### src/srpg_pkg.sv
// Package: shared types, register map and reset values for the stepper ramp pulse generator.
`default_nettype none
package srpg_pkg;

  localparam int unsigned NUM_MOTORS_DEF = 6;
  localparam int unsigned CFG_IDX_W      = 3;
  localparam int unsigned CFG_DATA_W     = 16;

  localparam logic [CFG_IDX_W-1:0] REG_WAKE_TICKS   = 3'd0;
  localparam logic [CFG_IDX_W-1:0] REG_START_HALF   = 3'd1;
  localparam logic [CFG_IDX_W-1:0] REG_MIN_HALF     = 3'd2;
  localparam logic [CFG_IDX_W-1:0] REG_TOTAL_STEPS  = 3'd3;
  localparam logic [CFG_IDX_W-1:0] REG_RAMP_STEPS   = 3'd4;
  localparam logic [CFG_IDX_W-1:0] REG_TAIL_TICKS   = 3'd5;

  localparam logic [15:0] WAKE_TICKS_RST  = 16'd2000;
  localparam logic [15:0] START_HALF_RST  = 16'd150;
  localparam logic [15:0] MIN_HALF_RST    = 16'd75;
  localparam logic [15:0] TOTAL_STEPS_RST = 16'd1600;
  localparam logic [15:0] RAMP_STEPS_RST  = 16'd1120;
  localparam logic [15:0] TAIL_TICKS_RST  = 16'd1000;

  localparam logic REQ_TICK  = 1'b0;
  localparam logic REQ_START = 1'b1;

  typedef struct packed {
    logic       req_type;
    logic [2:0] motor_index;
    logic       direction;
  } in_t;

  typedef struct packed {
    logic [2:0] motor_sel;
    logic       driver_enabled;
    logic       dir_level;
    logic       step_level;
    logic       busy_res;
    logic       done_res;
  } out_t;

  typedef struct packed {
    logic [15:0] wake_ticks;
    logic [15:0] start_half_period;
    logic [15:0] min_half_period;
    logic [15:0] total_steps;
    logic [15:0] ramp_steps;
    logic [15:0] tail_ticks;
  } cfg_t;

  typedef enum logic [4:0] {
    PH_IDLE = 5'b00001,
    PH_WAKE = 5'b00010,
    PH_HIGH = 5'b00100,
    PH_LOW  = 5'b01000,
    PH_TAIL = 5'b10000
  } phase_t;

endpackage
`default_nettype wire

### src/srpg_cfg_regs.sv
// Configuration register file of the stepper ramp pulse generator.
`default_nettype none
module srpg_cfg_regs (
  input  wire logic                              clk,
  input  wire logic                              rst_n,
  input  wire logic                              cfg_we,
  input  wire logic [srpg_pkg::CFG_IDX_W-1:0]    cfg_index,
  input  wire logic [srpg_pkg::CFG_DATA_W-1:0]   cfg_wdata,
  output srpg_pkg::cfg_t                         cfg
);

  srpg_pkg::cfg_t cfg_r;
  srpg_pkg::cfg_t cfg_nxt;

  always_comb begin
    cfg_nxt = cfg_r;
    if (cfg_we) begin
      unique case (cfg_index)
        srpg_pkg::REG_WAKE_TICKS:  cfg_nxt.wake_ticks        = cfg_wdata;
        srpg_pkg::REG_START_HALF:  cfg_nxt.start_half_period = cfg_wdata;
        srpg_pkg::REG_MIN_HALF:    cfg_nxt.min_half_period   = cfg_wdata;
        srpg_pkg::REG_TOTAL_STEPS: cfg_nxt.total_steps       = cfg_wdata;
        srpg_pkg::REG_RAMP_STEPS:  cfg_nxt.ramp_steps        = cfg_wdata;
        srpg_pkg::REG_TAIL_TICKS:  cfg_nxt.tail_ticks        = cfg_wdata;
        default:                   cfg_nxt = cfg_r;
      endcase
    end
  end

  always_ff @(posedge clk) begin
    if (!rst_n) begin
      cfg_r.wake_ticks        <= srpg_pkg::WAKE_TICKS_RST;
      cfg_r.start_half_period <= srpg_pkg::START_HALF_RST;
      cfg_r.min_half_period   <= srpg_pkg::MIN_HALF_RST;
      cfg_r.total_steps       <= srpg_pkg::TOTAL_STEPS_RST;
      cfg_r.ramp_steps        <= srpg_pkg::RAMP_STEPS_RST;
      cfg_r.tail_ticks        <= srpg_pkg::TAIL_TICKS_RST;
    end else begin
      cfg_r <= cfg_nxt;
    end
  end

  assign cfg = cfg_r;

endmodule
`default_nettype wire

### src/stepper_ramp_pulse_generator.sv
// Top level: stepper motor step burst generator with a linear acceleration ramp.
// Every input word (a one-microsecond tick or a start request) produces exactly one
// output word showing the motor lines after that word. While no result stalls, one
// word is accepted per clock cycle, set by a single pass through the phase sequencer
// into the output register; the result appears in the cycle after its word. in_ready
// is !out_valid || out_ready; input stalls only while a result waits to be taken.
// A start latches motor and direction, waits wake_ticks, emits total_steps pulses whose
// half period ramps down by one per pulse toward min_half_period for the first
// ramp_steps pulses, waits tail_ticks and then releases the driver with done_res set.
// Starts while busy or naming a motor index at or above NUM_MOTORS are ignored.
`default_nettype none
module stepper_ramp_pulse_generator #(
  parameter int unsigned NUM_MOTORS = srpg_pkg::NUM_MOTORS_DEF
) (
  input  wire logic                              clk,
  input  wire logic                              rst_n,
  input  wire logic                              in_valid,
  output logic                                   in_ready,
  input  wire srpg_pkg::in_t                     in_data,
  output logic                                   out_valid,
  input  wire logic                              out_ready,
  output srpg_pkg::out_t                         out_data,
  input  wire logic                              cfg_we,
  input  wire logic [srpg_pkg::CFG_IDX_W-1:0]    cfg_index,
  input  wire logic [srpg_pkg::CFG_DATA_W-1:0]   cfg_wdata
);

  srpg_pkg::cfg_t   cfg;
  srpg_pkg::phase_t phase_r, phase_nxt;
  logic [15:0]      tick_r, tick_nxt;
  logic [15:0]      half_r, half_nxt;
  logic [15:0]      pidx_r, pidx_nxt;
  logic [2:0]       motor_r, motor_nxt;
  logic             dir_r, dir_nxt;
  logic             done;
  logic             accept;
  logic [16:0]      next_idx;
  logic             motor_ok;
  logic             out_valid_r;
  srpg_pkg::out_t   out_data_r, out_data_nxt;

  srpg_cfg_regs u_cfg (
    .clk       (clk),
    .rst_n     (rst_n),
    .cfg_we    (cfg_we),
    .cfg_index (cfg_index),
    .cfg_wdata (cfg_wdata),
    .cfg       (cfg)
  );

  assign in_ready = !out_valid_r || out_ready;
  assign accept   = in_valid && in_ready;
  assign next_idx = {1'b0, pidx_r} + 17'd1;
  assign motor_ok = {1'b0, in_data.motor_index} < 4'(NUM_MOTORS);

  always_comb begin
    phase_nxt = phase_r;
    tick_nxt  = tick_r;
    half_nxt  = half_r;
    pidx_nxt  = pidx_r;
    motor_nxt = motor_r;
    dir_nxt   = dir_r;
    done      = 1'b0;
    if (in_data.req_type == srpg_pkg::REQ_START) begin
      if (phase_r == srpg_pkg::PH_IDLE && motor_ok) begin
        motor_nxt = in_data.motor_index;
        dir_nxt   = in_data.direction;
        half_nxt  = cfg.start_half_period;
        pidx_nxt  = 16'd0;
        if (cfg.wake_ticks == 16'd0) begin
          phase_nxt = srpg_pkg::PH_HIGH;
          tick_nxt  = cfg.start_half_period;
        end else begin
          phase_nxt = srpg_pkg::PH_WAKE;
          tick_nxt  = cfg.wake_ticks;
        end
      end
    end else if (phase_r != srpg_pkg::PH_IDLE) begin
      if (tick_r > 16'd1) begin
        tick_nxt = tick_r - 16'd1;
      end else begin
        unique case (phase_r)
          srpg_pkg::PH_WAKE: begin
            phase_nxt = srpg_pkg::PH_HIGH;
            tick_nxt  = half_r;
          end
          srpg_pkg::PH_HIGH: begin
            phase_nxt = srpg_pkg::PH_LOW;
            tick_nxt  = half_r;
          end
          srpg_pkg::PH_LOW: begin
            if (half_r > cfg.min_half_period && pidx_r < cfg.ramp_steps) begin
              half_nxt = half_r - 16'd1;
            end
            pidx_nxt = next_idx[15:0];
            if (next_idx >= {1'b0, cfg.total_steps}) begin
              if (cfg.tail_ticks == 16'd0) begin
                phase_nxt = srpg_pkg::PH_IDLE;
                tick_nxt  = 16'd0;
                done      = 1'b1;
              end else begin
                phase_nxt = srpg_pkg::PH_TAIL;
                tick_nxt  = cfg.tail_ticks;
              end
            end else begin
              phase_nxt = srpg_pkg::PH_HIGH;
              tick_nxt  = half_nxt;
            end
          end
          srpg_pkg::PH_TAIL: begin
            phase_nxt = srpg_pkg::PH_IDLE;
            tick_nxt  = 16'd0;
            done      = 1'b1;
          end
          default: begin
            phase_nxt = srpg_pkg::PH_IDLE;
            tick_nxt  = 16'd0;
          end
        endcase
      end
    end
  end

  always_comb begin
    out_data_nxt.motor_sel      = motor_nxt;
    out_data_nxt.driver_enabled = phase_nxt != srpg_pkg::PH_IDLE;
    out_data_nxt.dir_level      = dir_nxt;
    out_data_nxt.step_level     = phase_nxt == srpg_pkg::PH_HIGH;
    out_data_nxt.busy_res       = phase_nxt != srpg_pkg::PH_IDLE;
    out_data_nxt.done_res       = done;
  end

  always_ff @(posedge clk) begin
    if (!rst_n) begin
      phase_r     <= srpg_pkg::PH_IDLE;
      tick_r      <= 16'd0;
      half_r      <= 16'd0;
      pidx_r      <= 16'd0;
      motor_r     <= 3'd0;
      dir_r       <= 1'b0;
      out_valid_r <= 1'b0;
    end else begin
      if (accept) begin
        phase_r <= phase_nxt;
        tick_r  <= tick_nxt;
        half_r  <= half_nxt;
        pidx_r  <= pidx_nxt;
        motor_r <= motor_nxt;
        dir_r   <= dir_nxt;
      end
      if (in_ready) begin
        out_valid_r <= in_valid;
      end
    end
  end

  always_ff @(posedge clk) begin
    if (accept) begin
      out_data_r <= out_data_nxt;
    end
  end

  assign out_valid = out_valid_r;
  assign out_data  = out_data_r;

endmodule
`default_nettype wire

### config.mk
export PLATFORM = sky130hd
export DESIGN_NAME = stepper_ramp_pulse_generator
export DESIGN_NICKNAME = d
export VERILOG_FILES = /design/src/srpg_pkg.sv /design/src/srpg_cfg_regs.sv /design/src/stepper_ramp_pulse_generator.sv
export SDC_FILE = /design/constraint.sdc
export NUM_CORES = 1
export LEC_CHECK = 0
export BUFFER_PORTS_ARGS = -buffer_cell sky130_fd_sc_hd__buf_2
export CAP_MARGIN = 20
export CORE_UTILIZATION = 65
export CTS_CLUSTER_SIZE = 40
export DETAILED_ROUTE_END_ITERATION = 16
export GPL_ROUTABILITY_DRIVEN = 0
export GPL_TIMING_DRIVEN = 0
export PLACE_DENSITY_LB_ADDON = 0.1
export SETUP_SLACK_MARGIN = 0.05
export SYNTH_ARGS = -nofsm -noshare
export SYNTH_HDL_FRONTEND = slang
export SYNTH_SLANG_ARGS = --single-unit
export TNS_END_PERCENT = 100
### constraint.sdc
create_clock -name clk -period 11.1 [get_ports clk]
set_input_delay 1.11 -clock clk [delete_from_list [all_inputs] [get_ports clk]]
set_output_delay 1.11 -clock clk [all_outputs]
set_load 0.05 [all_outputs]
# Word-level counts from Yosys, hierarchy flattened
# Index checks and enable logic that the tools add are counted.
# totals
inputBits	29
word_cells	96
ff_bits	161
output_inout_bits	10
# classes
n_addsub	3
n_mux	34
reduce_logical	20
bitwise_logic	1
order_cmp	5
n_eq_ne	15
# op_table
operator	count
$mux 16	18
$logic_not 16->1	2
$pmux 16 s2	1
$sub 16x1->16 const B	2
$mux 5	6
$add 16x1->17 const B	1
$ge 17x16->1	1
$gt 16x1->1 const B	1
$gt 16x16->1	1
$lt 16x16->1	1
$pmux 5 s3	1
$reduce_and 2->1	6
$eq 5x3->1 const B	2
$ne 5x1->1 const B	2
$mux 3	3
$eq 3x2->1 const B	2
$eq 3x3->1 const B	2
$eq 5x1->1 const B	1
$eq 5x2->1 const B	1
$eq 5x4->1 const B	1
$eq 5x5->1 const B	1
$reduce_and 5->1	1
$mux 1	4
$reduce_bool 2->1	2
other kinds (13)	15

# Longest topological paths before layout
# logic_depth
depth_word	8
depth_mapped	16
mapped_depth_nobuf	15

# Cells and area by module
# A second synthesis with hierarchy kept.
# unflattened
hier_cells	1161
area_unflattened_um2	9584.2
# modules_own_cells
mod	seq_area_each_um2	n_inst	area_per_inst_um2	cells_per_inst
stepper_ramp_pulse_generator	1371.3	1	5945.7	813
srpg_cfg_regs	1921.8	1	3638.5	348

# Least setup slack after synthesis
# No wires, ideal clock.
# synth_path
path_kind	register to register
start	register pidx_r[0]
end	register tick_r[14]
arrival_time_ps	3483
stages_incl_launch_ff	15
setup_time_ps	122
synth_period_minus_slack_ps	3605
path_slack_ps	7495
path_buffers	2
cell_sequence	dfxtp_1 ha_1 nand3_1 nor3_1 nand4_1 xnor2_1 ha_1 nand4_1 or4_1 o211a_1 and3_1 clkbuf_1 clkbuf_1 a31oi_1 a21oi_1
# synth_between
elab_chain_cells	8
# synth_lines
item	line_no	rtl
start: declaration	stepper_ramp_pulse_generator.sv:32	logic [15:0] pidx_r, pidx_nxt;
start signal: assignment	stepper_ramp_pulse_generator.sv:147	pidx_r <= pidx_nxt;
branches (longest 3 deep; another with $add 16x1->17)	n/a	
$mux 16 *	stepper_ramp_pulse_generator.sv:96	if (next_idx >= {1'b0, cfg.total_steps}) begin
$pmux 16 s2 *	stepper_ramp_pulse_generator.sv:82	unique case (phase_r)
$mux 16 *	stepper_ramp_pulse_generator.sv:79	if (tick_r > 16'd1) begin
$mux 16 *	stepper_ramp_pulse_generator.sv:78	end else if (phase_r != srpg_pkg::PH_IDLE) begin
$mux 16 *	stepper_ramp_pulse_generator.sv:64	if (in_data.req_type == srpg_pkg::REQ_START) begin
end signal: assignment	stepper_ramp_pulse_generator.sv:145	tick_r <= tick_nxt;
end: declaration	stepper_ramp_pulse_generator.sv:30	logic [15:0] tick_r, tick_nxt;
# Mark *: on every way between the ends. The select of a mux whose other input is x is not followed.
# A chain may end at the register's enable or synchronous reset.

# Final worst setup path
# layout_path
start	register pidx_r[0]
end	register tick_r[3]
# Same word-level chain as after synthesis.

==> flow_summary.toml <==
[power_and_ir_drop]
peakVddDrop_mv = 0.115
p_total_mw = 1.53
powerDensity_nw_per_um2 = 152
power.leakage_nw = 3.81

[synthesis]
synth_compound_area_share_pct = 21.1
synthAdderAreaFrac_pct = 7.00
netlist.area_leader.share_pct = 33.8
synth_area_leaders = "dfxtp_1 34%, nand2_1 11%, a21oi_1 9.1%, ha_1 7.0%, nand3_1 3.2%"
synth_top_family_by_area = "simple AND/OR/NAND/NOR gates"
synth_largest_area_cell = "dfxtp_1"
synth_edf_count = 7
synthCells = 1215
synthArstFlopShare_pct = 0
synth_nets = 1295
ys_seq_area_share_pct = 36.1
yosys.area_share.simple_pct = 26.1
synth-seq-cells = 161
synth-xor-area-share_pct = 2.98
synth_cell_type_count = 70
muxShareOfSynthArea_pct = 0.934
ys.flop_type = "dfxtp_1"
syn_area_sq_um = 9110
synth-warning-count = 0
synth.avg_cell_area_sq_um = 7.50

[routing]
vias_per_cell = 6.55
routedWlPerCell_microns = 20.6
detail-route-antenna-nets = 0
wirelength_mm = 30.1
dr.pass1.iters = 8
drt_iter0_drc = 1117
vias = 9558
drcViolationCount = 0

[clock_tree]
cts_resized = 0
cts_setup_buffers = 0
cts_sinks = 161
clk_pin_slew_ns = 0.07
clk_latency_ns = 0.43
clockRootBuffer = "clkbuf_16"
tritoncts = "built"
clockBufferDepth = 2
cts-buffers-inserted = 17
postCtsHoldBufs = 0
h-tree-depth = 4

[sta]
setup_viol = 0
rsz0062_at_grt = "false"
final.period_utilization_pct = 42.4
timing.fmax_mhz = 213
fin_skew_ns = 0.00598
slew_headroom_pct = 27.1
finalSetupTns_ns = 0
hold_violations = 0
hold_slack_ns = 0.454
final_max_slew_viol_count = 0
setup_ws_ns = 6.40
finalCriticalPeriod_ns = 4.70
tightestPinTransition_ns = 1.09

[floorplanning]
die_height_microns = 120
coreArea_sq_um = 13500
rows = 42
io_pins = 39
die_x_microns = 120
die-area_sq_um = 14500
initial_utilization_pct = 67.7

[setup_path]
timing.rr.end = "tick_r[3]$_SDFFE_PN0P_"
start_kind = "flop"
cp-end-kind = "flop"
r2r_start = "pidx_r[0]$_SDFFE_PN0P_"
crit_type = "reg2reg"
r2r_cells = 15
arrival_ns = 5.07
crit_fanout = 10
worstPathRequired_ns = 11.47
reg2reg_setup_slack_ns = 6.40

[global_route]
grtUsageTotal_pct = 42.3
grt_remaining_overflow = 0
grt_max_degree = 17
grt_pass1_wl_mm = 46.1
grt_pass1_vias = 8510
antenna_found_initial = 0

[status]
outcome = "finished clean"

[layout]
layout.nets = 1351
antenna_cells = 0
area_growth_pct = 11.0
fin_util_pct = 75.1
final_area_sq_um = 10100
instances_no_fill = 1459
drive_gt1_share_pct = 7.40

[run]
cap_viol_max_count = 0

[place]
dp_hpwl_mm = 21.6
dpl_cell_area_sq_um = 9520
io_buffers = 37
post-place-cells = 1428
post-place-ws_ns = 6.71

[hold_path]
hold_depth = 2
min_path_type = "reg2reg"
hp-start = "motor_r[0]$_SDFFE_PN0P_"
hold_end = "motor_r[0]$_SDFFE_PN0P_"
synth_stat cells, drive strengths merged (7+ instances only):
cell type,n
a211o,7
a211oi,9
nand3,61
o221ai,10
or4,7
edfxtp,7
inv,63
nor3,31
buf,13
or3,7
a21oi,166
nor4,20
and3,11
dfxtp,154
nand2,273
a31oi,20
nand4,10
o211ai,14
nor2,56
xor2,10
o21ai,39
a221oi,7
xnor2,21
a21o,11
ha,51
clkbuf,59
registers in the layout, indices dropped and copies added (netlist names):
name	count
dir_r	1
out_data	7
out_valid	1
motor_r	3
tick_r	16
u_cfg.cfg	96
pidx_r	16
half_r	16
phase_r	5
routing by layer:
layer | up-vias | part of all wire (%) | track usage [%] | wire length [microns]
li1 | 4404 | - | - | -
met2 | 664 | 41 | 62.0 | 12500
met3 | 143 | 13 | 11.5 | 3990
met4 | 0 | 5.1 | 21.5 | 1550
met5 | - | 0 | 0 | 0
met1 | 4347 | 40 | 56.8 | 12100
power breakdown:
group          internal, mW  switching [mW]  total, mW
clock network         0.355           0.252      0.607
logic                 0.101           0.198      0.299
registers             0.604          0.0242      0.628
total                  1.06           0.475       1.53
kinds of logic (layout without fill, tap and decap cells):
logic type / count (synthesis) / count (layout)
buf+inv: 136 / 204
simple gates: 508 / 508
mux: 8 / 8
fa+ha+maj: 51 / 51
flops: 161 / 161
compound gates: 320 / 320
xor+xnor: 31 / 31
worst max path at each step:
stage | startpoint | end
floorplan | pidx_r[0]$_SDFFE_PN0P_ | tick_r[14]$_SDFFE_PN0P_
global placement | pidx_r[0]$_SDFFE_PN0P_ | tick_r[3]$_SDFFE_PN0P_
detailed placement | pidx_r[0]$_SDFFE_PN0P_ | tick_r[3]$_SDFFE_PN0P_
CTS | pidx_r[0]$_SDFFE_PN0P_ | tick_r[3]$_SDFFE_PN0P_
global route | pidx_r[0]$_SDFFE_PN0P_ | tick_r[3]$_SDFFE_PN0P_
finish | pidx_r[0]$_SDFFE_PN0P_ | tick_r[3]$_SDFFE_PN0P_
critical path, cell delays in order (launching register included):
cell and delay, ns:
dfxtp_1 0.49, ha_1 0.31, nand3_1 0.20, nor3_1 0.50
nand4_1 0.22, xnor2_1 0.29, ha_1 0.31, a21oi_1 0.14
o21a_1 0.14, a2bb2oi_1 0.19, o21a_1 0.26, and3_1 0.27
clkbuf_1 0.40, clkbuf_1 0.44, o21ai_0 0.26, a21oi_1 0.17
layout by cell type (no fill, tap or decap), types with 9 or more instances in the layout:
master	count
nand2_1	273
a21oi_1	166
dfxtp_1	154
inv_1	63
clkbuf_1	62
nand3_1	59
nor2_1	53
ha_1	51
buf_2	44
o21ai_0	35
nor3_1	29
xnor2_1	21
a31oi_1	20
nor4_1	17
clkbuf_16	17
o211ai_1	14
and3_1	11
a21o_1	11
xor2_1	10
o221ai_1	10
nand4_1	9
a211oi_1	9
cell type report:
type                    count  area [sq um]
repair buffers             37           185
inverters                  64           240
well taps                 176           220
clock buffers              20           437
flip-flops and latches    161          3290
plain buffers              72           283
fillers                  1117          3340
clock inverters            11           158
multi-input cells         918          5290
Note: power is estimated with default switching activity, not from simulation.
